===== src/design/lac_pkg.sv =====
// shared types and constants for the letterbox alpha compositor
// no dependencies; used by every module of the block
package lac_pkg;

  localparam int MAX_DIM_DEF = 4096;
  localparam int CFG_DIM_W   = 13;
  localparam int CFG_RGB_W   = 24;
  localparam int CFG_IDX_W   = 3;
  localparam int CFG_DATA_W  = 24;
  localparam int CHAN_W      = 8;
  localparam int QUEUE_DEPTH = 4;

  localparam logic [CFG_DIM_W-1:0] DIM_RESET = CFG_DIM_W'(800);
  localparam logic [CFG_RGB_W-1:0] RGB_RESET = 24'hFFFFFF;
  localparam logic [CHAN_W-1:0]    OPAQUE    = 8'hFF;

  typedef enum logic [CFG_IDX_W-1:0] {
    REG_TARGET_WIDTH   = 3'd0,
    REG_TARGET_HEIGHT  = 3'd1,
    REG_CONTENT_WIDTH  = 3'd2,
    REG_CONTENT_HEIGHT = 3'd3,
    REG_BACKGROUND_RGB = 3'd4,
    REG_ALPHA_ENABLE   = 3'd5
  } lac_reg_t;

  // what the back end does with a queued word
  typedef enum logic [1:0] {
    OP_BACKGROUND,
    OP_BLEND,
    OP_COPY,
    OP_PASS
  } lac_op_t;

  typedef struct packed {
    logic [CFG_DIM_W-1:0] target_width;
    logic [CFG_DIM_W-1:0] target_height;
    logic [CFG_DIM_W-1:0] content_width;
    logic [CFG_DIM_W-1:0] content_height;
    logic                 alpha_enable;
  } lac_cfg_t;

  typedef struct packed {
    lac_op_t           op;
    logic [CHAN_W-1:0] red;
    logic [CHAN_W-1:0] green;
    logic [CHAN_W-1:0] blue;
    logic [CHAN_W-1:0] alpha;
    logic              row_end;
    logic              frame_end;
  } lac_item_t;

endpackage


===== src/design/letterbox_alpha_compositor_top.sv =====
// top level of the letterbox alpha compositor: config registers and wiring
// depends on lac_pkg, lac_front, lac_queue and lac_back
//
// usage
// - one input word is one output raster tick carrying the content pixel that
//   upstream currently offers; one output word comes back per input word
// - content is centred in the target frame; ticks outside the window give the
//   background colour, ticks inside give the content blended over it (or
//   copied when alpha is off) and set consumed so upstream can advance
// - when the content is at least the target size both ways, pixels pass
//   through unchanged with their alpha and the raster follows the content size
// - one word per clock while out_ready stays high; from input accept to output
//   valid a word passes queue write, multiply stage, then divide into the output
// - a four-word queue decouples the raster counters from the blend pipe, so
//   input ready depends only on queue fill, never directly on output ready
// - when the receiver stalls the output word holds and the pipe freezes; the
//   queue keeps taking input until it is full
// - config writes are always ready and must only be made while idle
// - reset puts the registers at their defaults and the raster at its origin;
//   no clearing pass, the block is ready the cycle after reset is released
module letterbox_alpha_compositor_top #(
  parameter int MAX_DIM = lac_pkg::MAX_DIM_DEF
) (
  input  logic                          clk,
  input  logic                          rst_n,
  input  logic                          cfg_valid,
  output logic                          cfg_ready,
  input  logic [lac_pkg::CFG_IDX_W-1:0]  cfg_index,
  input  logic [lac_pkg::CFG_DATA_W-1:0] cfg_data,
  input  logic                          in_valid,
  output logic                          in_ready,
  input  logic [lac_pkg::CHAN_W-1:0]     in_pixel_red,
  input  logic [lac_pkg::CHAN_W-1:0]     in_pixel_green,
  input  logic [lac_pkg::CHAN_W-1:0]     in_pixel_blue,
  input  logic [lac_pkg::CHAN_W-1:0]     in_pixel_alpha,
  output logic                          out_valid,
  input  logic                          out_ready,
  output logic [lac_pkg::CHAN_W-1:0]     out_red,
  output logic [lac_pkg::CHAN_W-1:0]     out_green,
  output logic [lac_pkg::CHAN_W-1:0]     out_blue,
  output logic [lac_pkg::CHAN_W-1:0]     out_alpha,
  output logic                          out_consumed,
  output logic                          out_row_end,
  output logic                          out_frame_end
);

  lac_pkg::lac_cfg_t               cfg_r;
  logic [lac_pkg::CFG_RGB_W-1:0]   background_rgb_r;
  lac_pkg::lac_item_t              front_item, back_item;
  logic                            in_accept;
  logic                            q_full, q_empty, q_pop;

  assign cfg_ready = 1'b1;
  assign in_ready  = !q_full;
  assign in_accept = in_valid && in_ready;

  // config register file, one register per index, unknown indexes dropped
  always_ff @(posedge clk) begin
    if (!rst_n) begin
      cfg_r.target_width   <= lac_pkg::DIM_RESET;
      cfg_r.target_height  <= lac_pkg::DIM_RESET;
      cfg_r.content_width  <= lac_pkg::DIM_RESET;
      cfg_r.content_height <= lac_pkg::DIM_RESET;
      cfg_r.alpha_enable   <= 1'b1;
      background_rgb_r     <= lac_pkg::RGB_RESET;
    end else if (cfg_valid && cfg_ready) begin
      case (lac_pkg::lac_reg_t'(cfg_index))
        lac_pkg::REG_TARGET_WIDTH: begin
          cfg_r.target_width <= cfg_data[lac_pkg::CFG_DIM_W-1:0];
        end
        lac_pkg::REG_TARGET_HEIGHT: begin
          cfg_r.target_height <= cfg_data[lac_pkg::CFG_DIM_W-1:0];
        end
        lac_pkg::REG_CONTENT_WIDTH: begin
          cfg_r.content_width <= cfg_data[lac_pkg::CFG_DIM_W-1:0];
        end
        lac_pkg::REG_CONTENT_HEIGHT: begin
          cfg_r.content_height <= cfg_data[lac_pkg::CFG_DIM_W-1:0];
        end
        lac_pkg::REG_BACKGROUND_RGB: begin
          background_rgb_r <= cfg_data[lac_pkg::CFG_RGB_W-1:0];
        end
        lac_pkg::REG_ALPHA_ENABLE: begin
          cfg_r.alpha_enable <= cfg_data[0];
        end
        default: begin
        end
      endcase
    end
  end

  // raster walk and classification of each tick
  lac_front #(
    .MAX_DIM (MAX_DIM)
  ) u_front (
    .clk         (clk),
    .rst_n       (rst_n),
    .cfg         (cfg_r),
    .accept      (in_accept),
    .pixel_red   (in_pixel_red),
    .pixel_green (in_pixel_green),
    .pixel_blue  (in_pixel_blue),
    .pixel_alpha (in_pixel_alpha),
    .item        (front_item)
  );

  lac_queue u_queue (
    .clk       (clk),
    .rst_n     (rst_n),
    .push      (in_accept),
    .push_item (front_item),
    .pop       (q_pop),
    .pop_item  (back_item),
    .full      (q_full),
    .empty     (q_empty)
  );

  // blend pipe and output register
  lac_back u_back (
    .clk            (clk),
    .rst_n          (rst_n),
    .background_rgb (background_rgb_r),
    .item           (back_item),
    .item_avail     (!q_empty),
    .item_take      (q_pop),
    .out_valid      (out_valid),
    .out_ready      (out_ready),
    .out_red        (out_red),
    .out_green      (out_green),
    .out_blue       (out_blue),
    .out_alpha      (out_alpha),
    .out_consumed   (out_consumed),
    .out_row_end    (out_row_end),
    .out_frame_end  (out_frame_end)
  );

`ifndef ASSERT_OFF
  a_frame_end_ends_row: assert property (@(posedge clk) disable iff (!rst_n)
    (out_valid && out_frame_end) |-> out_row_end)
    else $error("frame end without row end");
  a_background_opaque: assert property (@(posedge clk) disable iff (!rst_n)
    (out_valid && !out_consumed) |-> out_alpha == lac_pkg::OPAQUE)
    else $error("background word not opaque");
  a_empty_after_reset: assert property (@(posedge clk)
    !rst_n |=> !out_valid)
    else $error("output valid straight after reset");
  a_no_pop_when_empty: assert property (@(posedge clk) disable iff (!rst_n)
    q_pop |-> !q_empty)
    else $error("back end took a word from an empty queue");
`endif

endmodule


===== src/design/lac_front.sv =====
// front end: raster position counters and per-tick window classification
// depends on lac_pkg for the config and queue word types
module lac_front #(
  parameter int MAX_DIM = lac_pkg::MAX_DIM_DEF
) (
  input  logic                        clk,
  input  logic                        rst_n,
  input  lac_pkg::lac_cfg_t           cfg,
  input  logic                        accept,
  input  logic [lac_pkg::CHAN_W-1:0]  pixel_red,
  input  logic [lac_pkg::CHAN_W-1:0]  pixel_green,
  input  logic [lac_pkg::CHAN_W-1:0]  pixel_blue,
  input  logic [lac_pkg::CHAN_W-1:0]  pixel_alpha,
  output lac_pkg::lac_item_t          item
);

  localparam int DIM_W = $clog2(MAX_DIM);
  localparam int DW    = DIM_W + 1;
  localparam int EW    = (DW > lac_pkg::CFG_DIM_W) ? DW : lac_pkg::CFG_DIM_W;

  logic [DIM_W-1:0] col_r, col_nxt;
  logic [DIM_W-1:0] row_r, row_nxt;

  logic [DW-1:0] tw, th, cw, ch, ww, wh, dj, di, rw, rh, col_x, row_x;
  logic          pad, in_win, rend, fend;

  // zero reads as one, anything past the limit as the limit
  function automatic logic [DW-1:0] clamp_dim(input logic [lac_pkg::CFG_DIM_W-1:0] v);
    logic [EW-1:0] ve;
    ve = EW'(v);
    if (v == '0) return DW'(1);
    else if (ve > EW'(MAX_DIM)) return DW'(MAX_DIM);
    else return DW'(ve);
  endfunction

  always_comb begin
    tw    = clamp_dim(cfg.target_width);
    th    = clamp_dim(cfg.target_height);
    cw    = clamp_dim(cfg.content_width);
    ch    = clamp_dim(cfg.content_height);
    col_x = {1'b0, col_r};
    row_x = {1'b0, row_r};
    pad   = (cw < tw) || (ch < th);
    ww    = (cw < tw) ? cw : tw;
    wh    = (ch < th) ? ch : th;
    dj    = (tw - ww) >> 1;
    di    = (th - wh) >> 1;
    in_win = (row_x >= di) && ((row_x - di) < wh) &&
             (col_x >= dj) && ((col_x - dj) < ww);
    rw    = pad ? tw : cw;
    rh    = pad ? th : ch;
    rend  = col_x >= (rw - DW'(1));
    fend  = rend && (row_x >= (rh - DW'(1)));

    item.red       = pixel_red;
    item.green     = pixel_green;
    item.blue      = pixel_blue;
    item.alpha     = pixel_alpha;
    item.row_end   = rend;
    item.frame_end = fend;
    if (!pad) begin
      item.op = lac_pkg::OP_PASS;
    end else if (!in_win) begin
      item.op = lac_pkg::OP_BACKGROUND;
    end else if (cfg.alpha_enable) begin
      item.op = lac_pkg::OP_BLEND;
    end else begin
      item.op = lac_pkg::OP_COPY;
    end

    col_nxt = col_r;
    row_nxt = row_r;
    if (accept) begin
      if (rend) begin
        col_nxt = '0;
        row_nxt = fend ? '0 : DIM_W'(row_x + DW'(1));
      end else begin
        col_nxt = DIM_W'(col_x + DW'(1));
      end
    end
  end

  always_ff @(posedge clk) begin
    if (!rst_n) begin
      col_r <= '0;
      row_r <= '0;
    end else begin
      col_r <= col_nxt;
      row_r <= row_nxt;
    end
  end

endmodule


===== src/design/lac_queue.sv =====
// short first-in first-out queue of classified words between front and back
// depends on lac_pkg for the word type and depth
module lac_queue (
  input  logic               clk,
  input  logic               rst_n,
  input  logic               push,
  input  lac_pkg::lac_item_t push_item,
  input  logic               pop,
  output lac_pkg::lac_item_t pop_item,
  output logic               full,
  output logic               empty
);

  localparam int PTR_W = $clog2(lac_pkg::QUEUE_DEPTH);
  localparam int CNT_W = PTR_W + 1;

  lac_pkg::lac_item_t mem_r [lac_pkg::QUEUE_DEPTH];
  logic [PTR_W-1:0]   wr_ptr_r, rd_ptr_r;
  logic [CNT_W-1:0]   count_r, count_nxt;
  logic               do_push, do_pop;

  assign full     = count_r == CNT_W'(lac_pkg::QUEUE_DEPTH);
  assign empty    = count_r == '0;
  assign do_push  = push && !full;
  assign do_pop   = pop && !empty;
  assign pop_item = mem_r[rd_ptr_r];

  always_comb begin
    count_nxt = count_r;
    if (do_push && !do_pop) count_nxt = count_r + CNT_W'(1);
    else if (do_pop && !do_push) count_nxt = count_r - CNT_W'(1);
  end

  always_ff @(posedge clk) begin
    if (!rst_n) begin
      wr_ptr_r <= '0;
      rd_ptr_r <= '0;
      count_r  <= '0;
    end else begin
      count_r <= count_nxt;
      if (do_push) wr_ptr_r <= wr_ptr_r + PTR_W'(1);
      if (do_pop) rd_ptr_r <= rd_ptr_r + PTR_W'(1);
    end
  end

  always_ff @(posedge clk) begin
    if (do_push) mem_r[wr_ptr_r] <= push_item;
  end

`ifndef ASSERT_OFF
  a_count_bound: assert property (@(posedge clk) disable iff (!rst_n)
    count_r <= CNT_W'(lac_pkg::QUEUE_DEPTH))
    else $error("queue count past depth");
  a_count_tracks_ptrs: assert property (@(posedge clk) disable iff (!rst_n)
    PTR_W'(wr_ptr_r - rd_ptr_r) == PTR_W'(count_r))
    else $error("queue pointers disagree with count");
  a_push_only_grows: assert property (@(posedge clk) disable iff (!rst_n)
    (do_push && !do_pop) |=> count_r == $past(count_r) + CNT_W'(1))
    else $error("queue count did not grow on push");
`endif

endmodule


===== src/design/lac_back.sv =====
// back end: two-stage blend pipeline with registered output word
// depends on lac_pkg for the queue word type and op codes
module lac_back (
  input  logic                         clk,
  input  logic                         rst_n,
  input  logic [lac_pkg::CFG_RGB_W-1:0] background_rgb,
  input  lac_pkg::lac_item_t           item,
  input  logic                         item_avail,
  output logic                         item_take,
  output logic                         out_valid,
  input  logic                         out_ready,
  output logic [lac_pkg::CHAN_W-1:0]   out_red,
  output logic [lac_pkg::CHAN_W-1:0]   out_green,
  output logic [lac_pkg::CHAN_W-1:0]   out_blue,
  output logic [lac_pkg::CHAN_W-1:0]   out_alpha,
  output logic                         out_consumed,
  output logic                         out_row_end,
  output logic                         out_frame_end
);

  localparam int SUM_W = 2 * lac_pkg::CHAN_W;

  logic                       adv;
  logic [lac_pkg::CHAN_W-1:0] fg [3];
  logic [lac_pkg::CHAN_W-1:0] bg [3];
  logic [lac_pkg::CHAN_W-1:0] mix_a;
  logic [SUM_W-1:0]           sum_nxt [3];
  logic [SUM_W-1:0]           sum_r [3];
  logic [SUM_W-1:0]           fix [3];
  logic                       s1_valid_r;
  logic [lac_pkg::CHAN_W-1:0] s1_alpha_r;
  logic                       s1_consumed_r, s1_row_end_r, s1_frame_end_r;
  logic                       out_valid_r;
  logic [lac_pkg::CHAN_W-1:0] out_red_r, out_green_r, out_blue_r, out_alpha_r;
  logic                       out_consumed_r, out_row_end_r, out_frame_end_r;

  // whole pipe moves together whenever the output slot is free
  assign adv       = !out_valid_r || out_ready;
  assign item_take = item_avail && adv;

  always_comb begin
    bg[0] = background_rgb[23:16];
    bg[1] = background_rgb[15:8];
    bg[2] = background_rgb[7:0];
    // background goes through the same path as colour times full alpha
    if (item.op == lac_pkg::OP_BACKGROUND) begin
      fg[0] = bg[0];
      fg[1] = bg[1];
      fg[2] = bg[2];
    end else begin
      fg[0] = item.red;
      fg[1] = item.green;
      fg[2] = item.blue;
    end
    mix_a = (item.op == lac_pkg::OP_BLEND) ? item.alpha : lac_pkg::OPAQUE;
    for (int c = 0; c < 3; c++) begin
      sum_nxt[c] = SUM_W'(fg[c]) * SUM_W'(mix_a) +
                   SUM_W'(bg[c]) * SUM_W'(lac_pkg::OPAQUE - mix_a);
      // exact divide by 255 for sums below 255 * 256
      fix[c] = sum_r[c] + SUM_W'(1) + SUM_W'(sum_r[c][SUM_W-1:lac_pkg::CHAN_W]);
    end
  end

  always_ff @(posedge clk) begin
    if (!rst_n) begin
      s1_valid_r  <= 1'b0;
      out_valid_r <= 1'b0;
    end else if (adv) begin
      s1_valid_r  <= item_take;
      out_valid_r <= s1_valid_r;
    end
  end

  always_ff @(posedge clk) begin
    if (adv) begin
      for (int c = 0; c < 3; c++) sum_r[c] <= sum_nxt[c];
      s1_alpha_r     <= (item.op == lac_pkg::OP_PASS) ? item.alpha : lac_pkg::OPAQUE;
      s1_consumed_r  <= item.op != lac_pkg::OP_BACKGROUND;
      s1_row_end_r   <= item.row_end;
      s1_frame_end_r <= item.frame_end;

      out_red_r       <= fix[0][SUM_W-1:lac_pkg::CHAN_W];
      out_green_r     <= fix[1][SUM_W-1:lac_pkg::CHAN_W];
      out_blue_r      <= fix[2][SUM_W-1:lac_pkg::CHAN_W];
      out_alpha_r     <= s1_alpha_r;
      out_consumed_r  <= s1_consumed_r;
      out_row_end_r   <= s1_row_end_r;
      out_frame_end_r <= s1_frame_end_r;
    end
  end

  assign out_valid     = out_valid_r;
  assign out_red       = out_red_r;
  assign out_green     = out_green_r;
  assign out_blue      = out_blue_r;
  assign out_alpha     = out_alpha_r;
  assign out_consumed  = out_consumed_r;
  assign out_row_end   = out_row_end_r;
  assign out_frame_end = out_frame_end_r;

endmodule


===== config.mk =====
export PLATFORM = sky130hd
export DESIGN_NAME = letterbox_alpha_compositor_top
export DESIGN_NICKNAME = d
export VERILOG_FILES = /design/src/design/lac_pkg.sv /design/src/design/letterbox_alpha_compositor_top.sv /design/src/design/lac_front.sv /design/src/design/lac_queue.sv /design/src/design/lac_back.sv
export SDC_FILE = /design/constraint.sdc
export NUM_CORES = 2
export LEC_CHECK = 0
export ABC_AREA = 1
export BUFFER_PORTS_ARGS = -buffer_cell sky130_fd_sc_hd__buf_2
export CAP_MARGIN = 20
export CORE_ASPECT_RATIO = 1.2
export CORE_MARGIN = 8
export CORE_UTILIZATION = 45
export CTS_CLUSTER_DIAMETER = 60
export DETAILED_ROUTE_END_ITERATION = 12
export GPL_ROUTABILITY_DRIVEN = 0
export GPL_TIMING_DRIVEN = 0
export PLACE_DENSITY_LB_ADDON = 0.08
export SETUP_SLACK_MARGIN = 0.15
export SLEW_MARGIN = 20
export SYNTH_ARGS = -nofsm -noshare
export SYNTH_HDL_FRONTEND = slang
export SYNTH_HIERARCHICAL = 1
export SYNTH_SLANG_ARGS = --single-unit

===== constraint.sdc =====
create_clock -name clk -period 17.8 [get_ports clk]
set_input_delay 2.67 -clock clk [delete_from_list [all_inputs] [get_ports clk]]
set_output_delay 2.67 -clock clk [all_outputs]
set_load 0.03 [all_outputs]

==> impl_metrics.csv <==
group,metric,value,unit
setup_path,worstPathRequired,18230,ps
sta,worst_slew_pin_slew,901,ps
placement,hpwlAfterDp,77.5,mm
global_route,grt_start_max_net_pins,73,
detailed_routing,detail_route.vias_per_cell,5.00,
detailed_routing,m1WireLength,39.1,mm
floorplan,rows,111,
detailed_routing,dr.pass1.iters,5,
hold_path,timing.hold.worst.class,"reg2reg",
setup_path,timing.critical_path.from_type,"flip-flop",
detailed_routing,highest-signal-layer,"met4",
sta,report.final.slew_viol_count,0,
detailed_routing,drt_first_iter_violations,1532,
global_route,gr-usage-all-layers,0.218,
detailed_routing,met2WireLength,47.3,mm
detailed_routing,met3_wirelength,4.76,mm
cells_and_area,mostFrequentLayoutCell,"sky130_fd_sc_hd__nand2_1",
yosys,synth_flop_cell,"sky130_fd_sc_hd__edfxtp_1",
status,status,"finished clean",
setup_path,critPathKind,"reg2reg",
clock_network,tritoncts,"yes",
detailed_routing,wl_per_cell,17.1,microns
yosys,synth_top_area_cell,"sky130_fd_sc_hd__edfxtp_1",
sta,grt_setup_unrepaired,"false",
sta,setup_viol_count_final,0,
clock_network,cts_post_setup_buffers_inserted,0,
yosys,syn-cell-area,0.0347,sq mm
setup_path,critPathMaxFanout,10,
yosys,yosys.area.top_type_share,0.206,
floorplan,design.die.area,0.0864,sq mm
detailed_routing,dr_total_vias,27500,
sta,fmax,129,MHz
placement,io_buffers,68,
floorplan,placeableCoreArea,0.0764,sq mm
cells_and_area,nNetsFinal,5156,
yosys,synth_async_sr_flop_share,0,
setup_path,cpPeakStageDelay,390,ps
cells_and_area,final_cell_mix,"sky130_fd_sc_hd__nand2_1, sky130_fd_sc_hd__inv_1, sky130_fd_sc_hd__nor2_1",
setup_path,worst-endpoint-arrival,8200,ps
floorplan,initial_core_util,0.455,
global_route,antenna_violations_before_repair,2,
hold_path,worstHoldPathCells,0,
sta,slew_headroom,0.400,
flow_run,timing.max_cap.violations,0,
sta,tns,0,ps
yosys,synth_cell_types,59,
clock_network,clock_pin_slew_on_the_worst_setup_and_hold_paths,60,ps
cells_and_area,syn2layout_area_growth,9.21,%
clock_network,cts_sinks,350,
yosys,synth.avg_cell_area,8.01,sq um
global_route,grt_overflow_total,0,
detailed_routing,antenna_violating_nets_post_route,0,
floorplan,chipWidth,270,microns
setup_path,crit_path_top_delay_cell,"sky130_fd_sc_hd__a2111oi_0",
sta,final_period_minus_worst_setup_slack,7780,ps
clock_network,root_buffer,"sky130_fd_sc_hd__clkbuf_16",
global_route,vias_in_the_first_global_route,28100,
floorplan,boundaryPins,102,
yosys,netlist_top_cells_area,"sky130_fd_sc_hd__edfxtp_1, sky130_fd_sc_hd__fa_1, sky130_fd_sc_hd__ha_1",
setup_path,end_kind,"flip-flop",
detailed_routing,drt_drc_violations_left,0,
setup_path,worst_r2r_path_depth,42,
setup_path,crit_path_frequent_cell,"sky130_fd_sc_hd__a21oi_1",
yosys,synth.ff_latch_count,350,
detailed_routing,drt_wl_total,94.1,mm
sta,finalHoldViolCount,0,
sta,timing.clock.skew,47.9,ps
clock_network,cts_buffer_depth,3,
yosys,synthesis.instances,4338,
yosys,synth_enable_flop_cells,238,
clock_network,cts-hold-fix-buffers,0,
cells_and_area,final_layout_size_suffix_gt1_frac,0.0878,
floorplan,die_h,320,microns
clock_network,ctsResizeCount,0,
global_route,grt_first_pass_wirelength,150,mm
yosys,syn-num-nets,5039,
clock_network,cts_made_buffers,41,
yosys,synth-warning-count,6,
yosys,ys_seq_area_frac,0.270,
clock_network,clk_latency,610,ps
sta,layout_worst_path_cycle_share,0.437,
clock_network,cts.htree.levels,2,
[flip-flops by register name, indices dropped and copies added (netlist names), 8 cells and up, named ones only]
signal / cells
u_back/s1_alpha_r: 8
u_back/out_alpha: 8
background_rgb_r: 24
u_back/sum_r: 48
u_front/row_r: 12
u_back/out_blue: 8
u_back/out_green: 8
u_queue/mem_r: 144
cfg_r: 53
u_front/col_r: 12
u_back/out_red: 8
[worst paths after layout]
path,startpoint,end,slack (ps)
max,cfg_r[19],u_queue/mem_r[2][34],10020
min,u_back/s1_alpha_r[7],u_back/out_alpha[7],420
max reg2reg,cfg_r[19],u_queue/mem_r[2][34],10020
min reg2reg,u_back/s1_alpha_r[7],u_back/out_alpha[7],420
[cell type report]
cell class	count	area, sq um
diodes	4	10.0
plain buffers	140	1030
clock buffers	55	1160
clock inverters	20	239
fillers	7698	38400
inverters	839	3170
multi-input cells	3009	21200
flip-flops and latches	350	9390
well taps	1017	1270
repair buffers	74	483
[worst max-delay path: cells and delay by family (launching register included)]
family	cells	cell delay [ps]
adder cells (fa/ha/maj)	4	1290
XOR/XNOR	2	340
AO/OA/AOI/OAI	14	3060
flip-flops	1	340
buffers and inverters	6	730
AND/OR/NAND/NOR	16	1830
[routing by layer]
layer,vias up,track usage
met4,0,0.0682
li1,13800,-
met2,626,0.398
met3,158,0.0312
met5,-,0
met1,13000,0.263
[cell usage after synthesis (all sizes together), types with 3 or more instances]
cell type,count
a211oi,4
a21o,9
a21oi,130
and2,7
buf,129
clkbuf,11
clkinv,4
dfxtp,112
edfxtp,238
fa,291
ha,346
inv,835
nand2,993
nand3,224
nand3b,11
nand4,41
nor2,590
nor3,30
nor4,3
o21a,4
o21ai,158
o21bai,7
o22ai,36
or2,8
xnor2,39
xor2,62
[metrics by stage]
stage                      util  area [sq um]  hold slack (ps)  instances  setup slack, ps
after floorplan               -         34700              400       4338            11470
after global placement    0.476         36400              401       5423            10030
after detailed placement  0.478         36500              406       5429            10000
after CTS                 0.497         37900              421       5504             9970
after global routing      0.497         37900              428       5505             8920
final                     0.497         37900              422       5508            10020
[kinds of logic (layout without fill, tap and decap cells)]
group,after synthesis,in the layout,share of synthesized area
other,2,6,0.000216
buffers and inverters,979,1128,0.121
AND/OR/NAND/NOR,1910,1910,0.234
flip-flops,350,350,0.270
adder cells (fa/ha/maj),637,637,0.292
XOR/XNOR,101,101,0.0255
AO/OA/AOI/OAI,359,359,0.0570
Power is not shown: default switching activity piles up to over one toggle a cycle in this logic, so the estimate is an artifact.
